--- src/ipct_pkg.sv ---
// Package: shared types, opcodes and constants of the channel table.
`timescale 1ns / 1ps
`default_nettype none
package ipct_pkg;
	localparam int CHANNELS_DEF     = 128;
	localparam int BUFFER_BYTES_DEF = 4096;
	localparam int PID_W  = 15;
	localparam int REQ_W  = 16;
	localparam int ID_W   = 7;
	localparam int CNT_W  = 13;
	localparam int OFS_W  = 12;

	localparam logic [2:0] OP_OPEN   = 3'd0;
	localparam logic [2:0] OP_CLOSE  = 3'd1;
	localparam logic [2:0] OP_WRITE  = 3'd2;
	localparam logic [2:0] OP_READ   = 3'd3;
	localparam logic [2:0] OP_GETW   = 3'd4;
	localparam logic [2:0] OP_GETR   = 3'd5;
	localparam logic [2:0] OP_READY  = 3'd6;
	localparam logic [2:0] OP_CLOSEA = 3'd7;

	localparam logic [1:0] RC_OK   = 2'd0;
	localparam logic [1:0] RC_NOP  = 2'd1;
	localparam logic [1:0] RC_BUSY = 2'd2;
	localparam logic [1:0] RC_NONE = 2'd3;

	localparam logic [1:0] ST_FREE  = 2'd0;
	localparam logic [1:0] ST_IDLE  = 2'd1;
	localparam logic [1:0] ST_READY = 2'd2;

	typedef struct packed {
		logic [2:0]       opcode;
		logic [ID_W-1:0]  channel_id;
		logic [PID_W-1:0] caller_pid;
		logic [PID_W-1:0] peer_pid;
		logic [REQ_W-1:0] request_size;
	} cmd_t;

	typedef struct packed {
		logic [1:0]       result_code;
		logic [ID_W-1:0]  channel_out;
		logic [CNT_W-1:0] byte_count;
		logic [OFS_W-1:0] buffer_offset;
		logic [PID_W-1:0] pid_out;
	} rsp_t;
endpackage
`default_nettype wire

--- src/ipct_front.sv ---
// Front: input acceptance into a two-entry command queue.
`timescale 1ns / 1ps
`default_nettype none
module ipct_front import ipct_pkg::*; (
	input  wire logic clk,
	input  wire logic arst_n,
	input  wire logic in_valid,
	output logic      in_ready,
	input  wire cmd_t in_cmd,
	output logic      q_valid,
	input  wire logic q_pop,
	output cmd_t      q_cmd
);
	cmd_t mem_q [2];
	logic wp_q, rp_q;
	logic [1:0] cnt_q;
	logic push;
	assign in_ready = (cnt_q != 2'd2);
	assign push = in_valid && in_ready;
	assign q_valid = (cnt_q != 2'd0);
	assign q_cmd = mem_q[rp_q];
	always_ff @(posedge clk) if (push) mem_q[wp_q] <= in_cmd;
	always_ff @(posedge clk or negedge arst_n) begin
		if (!arst_n) begin
			wp_q <= 1'b0; rp_q <= 1'b0; cnt_q <= 2'd0;
		end else begin
			if (push) wp_q <= ~wp_q;
			if (q_pop) rp_q <= ~rp_q;
			cnt_q <= cnt_q + {1'b0, push} - {1'b0, q_pop};
		end
	end
endmodule
`default_nettype wire

--- config.mk ---
export PLATFORM = sky130hd
export DESIGN_NAME = ipct_front
export DESIGN_NICKNAME = d
export VERILOG_FILES = /design/src/ipct_pkg.sv /design/src/ipct_front.sv
export SDC_FILE = /design/constraint.sdc
export NUM_CORES = 1
export LEC_CHECK = 0
export BUFFER_PORTS_ARGS = -buffer_cell sky130_fd_sc_hd__buf_2
export CAP_MARGIN = 5
export CORE_MARGIN = 2
export CORE_UTILIZATION = 52
export CTS_CLUSTER_DIAMETER = 100
export DETAILED_ROUTE_END_ITERATION = 6
export PLACE_DENSITY = 0.79
export SYNTH_ARGS = -nofsm -noshare
export SYNTH_HDL_FRONTEND = slang
export SYNTH_SLANG_ARGS = --single-unit
--- constraint.sdc ---
create_clock -name clk -period 4.24 [get_ports clk]
set_clock_uncertainty 0.1 [all_clocks]
set_input_delay 1.06 -clock clk [delete_from_list [all_inputs] [get_ports clk]]
set_output_delay 1.06 -clock clk [all_outputs]
set_load 0.02 [all_outputs]
Word level (Yosys, flattened, before mapping)
Memory sizes are Yosys's and may differ from the RTL's. Cells that the tools add are included.

Register bits: 4. Bits in writable memories: 112. Output and inout bits: 58. Word-level logic and storage cells: 13. Memories: 1.

Memory list: mem_q (depth 2, bits a word 56, rd ports 1, clocked after Yosys merged registers in 0, write ports 1, RTL line ipct_front.sv:14) `cmd_t mem_q [2];`.

Add/subtract/negate cells: 2. Equality and inequality tests: 1. Mux-type cells: 2. Bitwise gates (word level): 2. Reduce and logical (&&, ||, !) cells: 2.

Operators with widths (count): 2-bit by 1-bit adder with 2-bit output (1); 1-bit two-way mux (2); 2-bit inequality test (second input constant) (1); 1-bit inverter (2); 2-bit nonzero test (1); 2-bit by 1-bit subtractor with 2-bit output (1); 1-bit logical AND (1).

Longest topological paths before layout
Gate-level depths: netlist of run 1.

Depth after elaboration: 4. Depth in mapped cells: 5.

Least setup slack after synthesis of run 1
OpenSTA, ideal clock, no wires.

Path type: input to register. Start: input in_valid. End: memory mem_q[0][0] in the netlist's numbering (enable). Library setup time: 470 ps. Arrival time: 3518 ps. Data required time: 3670 ps. Path slack: 151 ps. Cell stages on the path: 2. Path buffers: 0. Path through: nand2_1 > nor2_1.

Longest elaborated chain between the ends: 3.

RTL lines: start, declared (RTL line ipct_front.sv:7) `input wire logic in_valid,`; 1-bit logical AND (RTL line ipct_front.sv:19) `assign push = in_valid && in_ready;`; 1-bit two-way mux (RTL line ipct_front.sv:22) `always_ff @(posedge clk) if (push) mem_q[wp_q] <= in_cmd;`; 1-bit two-way mux (not written as such) (RTL line ipct_front.sv:22); end, declared (RTL line ipct_front.sv:14).

No other way between the ends.

==> results of run 1 <==
==> layout make-up <==
| cell class | count | area, um^2 |
|---|---|---|
| Timing Repair Buffer | 121 | 641 |
| Sequential cell | 116 | 3460 |
| Fill cell | 571 | 2560 |
| Tap cell | 105 | 131 |
| Multi-Input combinational cell | 69 | 848 |
| Clock inverter | 15 | 116 |
| Clock buffer | 17 | 414 |
==> worst min-delay path by stage <==
stage	end	slack, ps	cells after the start
4_1_cts	cnt_q[0]	250	1
2_1_floorplan	wp_q	360	1
6_report	cnt_q[0]	280	1
3_5_place_dp	cnt_q[0]	440	1
5_1_grt	cnt_q[0]	250	1
3_3_place_gp	cnt_q[0]	430	1
==> synthesized netlist by cell type, drive strengths merged <==
cell type | instances | area, um^2
xor2 | 1 | 8.76
buf | 6 | 55.1
a21bo | 1 | 10.0
nor2 | 1 | 3.75
and3 | 1 | 6.26
mux2 | 56 | 743
nand2b | 1 | 6.26
xnor2 | 3 | 26.3
or2 | 1 | 6.26
edfxtp | 112 | 3360
a21oi | 1 | 5.00
nor3b | 1 | 7.51
ha | 1 | 12.5
nand2 | 1 | 3.75
dfrtp | 4 | 100
==> registers in the layout, indices dropped and copies added (netlist names) <==
name,flops
mem_q,112
cnt_q,2
rp_q,1
wp_q,1
==> worst max-delay path, stage by stage (launching register included) <==
cell and delay [ps]:
dfrtp_2 840, buf_12 320, mux2_2 380, buf_2 170
==> per-layer routing <==
layer  share of wire, %  vias to the layer above
met3                8.1                        7
met5                  0                        -
met1                 41                     1069
met2                 50                       90
li1                   -                     1028
met4               0.71                        0
==> through the flow <==
stage / hold WS, ps / area (um^2) / setup WS, ps
3_3_place_gp: 425 / 5080 / 1410
5_1_grt: 249 / 5620 / 744
4_1_cts: 248 / 5620 / 829
6_report: 278 / 5620 / 848
3_5_place_dp: 440 / 5080 / 1400
2_1_floorplan: 361 / 4360 / 151
==> cells by family after synthesis <==
family | synth area share, %
adder cells (fa/ha/maj) | 0.287
AO/OA/AOI/OAI | 0.344
flip-flops | 79.5
buffers and inverters | 1.26
multiplexers | 17.1
AND/OR/NAND/NOR | 0.775
XOR/XNOR | 0.804
==> report_power, final <==
group          switching, mW  total [mW]  internal (mW)  leakage (nW)
clock network          0.483        1.25          0.766         0.248
logic                  0.732        1.31          0.581         0.879
registers              0.129        1.70           1.57          1.09
total                   1.34        4.26           2.92          2.21
==> out/qor.yml, run 1 <==
num_rows: 33
grt_use_met1_pct: 21.0
num_vias: 2194
final_max_slew_viol_count: 0
clkTransAtPathRegs_ps: 50
holdCritPathClass: "in -> async"
p_per_area_nw_per_um2: 759
fin_crit_ps: 3390
drc: 0
routabilityCongestion: 0.691
fp.coreArea_um2: 8180
rsz0062_at_grt: "no"
cp-start-kind: "flip-flop"
synth_seq_cells: 116
drive_above_1_share_pct: 62.1
grt_max_degree: 43
port_buffers: 117
busiest_layer: "met2"
rr_startpoint: "cnt_q[0]"
die_x_um: 95.5
tightest_slew_ps: 723
max_freq_mhz: 295
wirelength_um: 7450
use_met3_pct: 7.19
period_share_pct: 80.0
syn_area_um2: 4360
overflow: 0
use_met2_pct: 27.4
hold_violations: 0
cp-end-kind: "output pin"
reg2reg_depth: 3
start_util_pct: 53.3
dp_hpwl_um: 4590
setup_viol: 0
syn_avg_cell_area_um2: 22.8
synth.yosys.seq_area_share_pct: 79.5
r2r-end: "mem_q[1][3]"
cts_made_buffers: 17
synth_cell_types: 17
max_cap_viol_count: 0
ctsLongestPathBuffers: 2
final_common_cell: "buf_2"
endpoint: "q_cmd[53]"
layout_common_cells: "117 x buf_2, 112 x edfxtp_1, 30 x mux2_4"
vias_per_cell: 4.95
io_pins: 118
area_growth_pct: 28.9
cts_repair_resize_count: 0
clock_latency_ps: 480
fin_cells: 443
fin_nets: 386
dp_cells: 411
status: "complete, no violations"
crit_path_max_fanout: 31
htreeDepth: 4
peakVddDrop_mv: 0.430
postCtsSetupBuffers: 0
startpoint: "rp_q"
grtUsageTotal_pct: 17.2
grt_pass1_vias: 2263
grt_antenna_before_repair: 0
p_leak_nw: 2.21
first_pass_iters: 4
ant_nets: 0
critPathKind: "reg -> out"
fin_tns_setup_ps: 0
slew_headroom_pct: 51.8
ctsHoldBuffers: 0
dieArea_um2: 9130
critical_path_arrival_ps: 2230
diodes: 0
die_h_um: 95.5
syn-instance-count: 191
ys_warn_count: 0
final_util_pct: 68.7
clock-sinks: 116
grt_pass1_wl_um: 11300
reg2reg_slack_ps: 2180
cts_root_buffer: "clkbuf_8"
cts_tree: "yes"
drt_first_iter_violations: 86
required_ps: 3080
synth_nets: 252
wire_per_inst_um: 16.8
report.power.total_mw: 4.26
Power figures use the tool's default switching activity.
==> run 2: changes to the inputs <==
- clock period: 4.24 -> 3.5 ns (I/O delays scaled with it)
==> out/qor.yml, run 2 (same netlist as run 1, synthesis figures left out) <==
status: "complete, no violations"  # unchanged
fin_crit_ps: 3130
largest_register_ffs: 112  # unchanged
ant_nets: 0  # unchanged
grt_antenna_before_repair: 0  # unchanged
critical_path_arrival_ps: 2150  # was 2230 ps
fp.coreArea_um2: 8180  # unchanged
num_vias: 2178  # was 2194
routabilityCongestion: 0.691  # about the same
p_leak_nw: 2.25  # was 2.21 nW
slowest_stage: "dfrtp_4"  # was dfrtp_2
hold_violations: 0  # unchanged
wirelength_um: 7010  # was 7450 um
grt_max_degree: 58  # was 43
num_rows: 33  # unchanged
first_pass_iters: 4  # unchanged
overflow: 0  # unchanged
cts_repair_resize_count: 0  # unchanged
reg2reg_slack_ps: 1770  # was 2180 ps
cp-start-kind: "flip-flop"  # unchanged
p_per_area_nw_per_um2: 937  # was 759 nW/um^2
rsz0062_at_grt: "no"  # unchanged
period_share_pct: 89.4
drive_above_1_share_pct: 62.0  # was 62.1%
start_util_pct: 53.3  # unchanged
fin_tns_setup_ps: 0  # unchanged
diodes: 0  # unchanged
peakVddDrop_mv: 0.586  # was 0.430 mV
crit_family: "flip-flops"  # unchanged
reg2reg_depth: 4  # was 3
critPathKind: "reg -> out"  # unchanged
area_growth_pct: 29.6  # was 28.9%
max_cap_viol_count: 0  # unchanged
ctsLongestPathBuffers: 2  # unchanged
setup_viol: 0  # unchanged
clkPwrFrac_pct: 31.8  # was 29.3%
seqPwrFrac_pct: 40.5  # was 39.9%
holdCritPathClass: "in -> async"  # unchanged
slew_headroom_pct: 37.7  # was 51.8%
drt_first_iter_violations: 90  # was 86
reg.largest.list: "mem_q: 112 flops, cnt_q: 2 flops"  # unchanged
r2r-end: "mem_q[0][37]"  # was mem_q[1][3]
max_freq_mhz: 320
clock-sinks: 116  # unchanged
cp-end-kind: "output pin"  # unchanged
grtUsageTotal_pct: 15.9  # was 17.2%
ctsHoldBuffers: 0  # unchanged
dieArea_um2: 9130  # unchanged
fin_nets: 386  # unchanged
busiest_layer: "met2"  # unchanged
port_buffers: 117  # unchanged
cts_made_buffers: 17  # unchanged
die_h_um: 95.5  # unchanged
rr_startpoint: "cnt_q[0]"  # unchanged
grt_pass1_vias: 2266  # was 2263
clkTransAtPathRegs_ps: 50  # about the same
use_met2_pct: 25.9  # was 27.4%
vias_per_cell: 4.93  # was 4.95
p_comb_share_pct: 27.7  # was 30.8%
path_cells: "mux2_2, buf_2"  # was buf_12, mux2_2, buf_2
crit_path_max_incr_delay_ps: 1020  # was 840 ps
required_ps: 2520  # was 3080 ps
holdWs_ps: 87.2  # was 278 ps
sw_frac_of_total_pct: 29.5  # was 31.5%
p_int_mw: 3.73  # was 2.92 mW
final_common_cell: "buf_2"  # unchanged
drc: 0  # unchanged
crit_path_max_fanout: 57  # was 31
postCtsSetupBuffers: 0  # unchanged
regMostFlops: "mem_q"  # unchanged
htreeDepth: 4  # unchanged
path_buf_inv: 1  # was 2
die_x_um: 95.5  # unchanged
grt_pass1_wl_um: 10400  # was 11300 um
use_met3_pct: 7.83  # was 7.19%
io_pins: 118  # unchanged
tightest_slew_ps: 935  # was 723 ps
report.power.total_mw: 5.29  # was 4.26 mW
clock_latency_ps: 490  # was 480 ps
cts_tree: "yes"  # unchanged
layout_common_cells: "117 x buf_2, 112 x edfxtp_1, 30 x mux2_4"  # unchanged
cts_root_buffer: "clkbuf_8"  # unchanged
final_max_slew_viol_count: 0  # unchanged
grt_use_met1_pct: 17.7  # was 21.0%
power.switching_mw: 1.56  # was 1.34 mW
wire_per_inst_um: 15.9  # was 16.8 um
==> run 2: cell types whose count changed in the layout (fill, tap and decap cells not counted) <==
cell / change
buf_12: -2
inv_6: -1
bufinv_16: +3
clkinv_2: +2
dfrtp_4: +1
buf_4: +2
clkinv_1: -2
dfrtp_2: -1
clkinvlp_4: -5
clkbuf_1: +2
==> run 2: layout make-up <==
class,count,area (um^2)
well taps,105,131
clock inverters,12,163
multi-input cells,69,848
fillers,569,2530
flip-flops and latches,116,3470
clock buffers,19,422
repair buffers,121,616
==> run 2: per-layer routing <==
layer / vias to the layer above / share of wire, % / routed length (um)
li1: 1027 / - / -
met1: 1053 / 40 / 2830
met2: 92 / 50 / 3520
met3: 6 / 8.9 / 623
met4: 0 / 0.51 / 36
met5: - / 0 / 0
==> run 2: power by group through the flow <==
stage / Clock, mW / Sequential (mW) / Combinational, mW
2_1_floorplan: 0 / 2.00 / 1.22
3_3_place_gp: 0 / 2.16 / 1.47
3_5_place_dp: 0 / 2.17 / 1.48
4_1_cts: 1.72 / 2.15 / 1.49
5_1_grt: 1.77 / 2.18 / 1.57
6_report: 1.69 / 2.14 / 1.46
==> run 2: worst register-to-register path: cells and delay by family, from the launching register on <==
kind | cells | cell delay (ps)
DFF | 1 | 380
buffers and inverters | 1 | 390
and+or+nand+nor | 3 | 490
==> run 2: how the worst max path moves through the flow <==
stage,start,endpoint,slack [ps],depth (start not counted)
finish,rp_q,q_cmd[54],370,2
floorplan,in_valid,mem_q[0][0],530,2
CTS,rp_q,q_cmd[2],350,2
global route,rp_q,q_cmd[2],300,2
global placement,rp_q,q_cmd[2],880,2
detailed placement,rp_q,q_cmd[2],890,2
==> run 2: through the flow <==
step / utilization (%) / setup slack [ps] / cell area [um^2] / instances
after floorplan: - / 531 / 4360 / 191
after global routing: 69.1 / 298 / 5650 / 442
after CTS: 69.1 / 347 / 5650 / 442
after detailed placement: 61.9 / 888 / 5060 / 411
after global placement: 61.9 / 876 / 5060 / 411
final: 69.1 / 371 / 5650 / 442
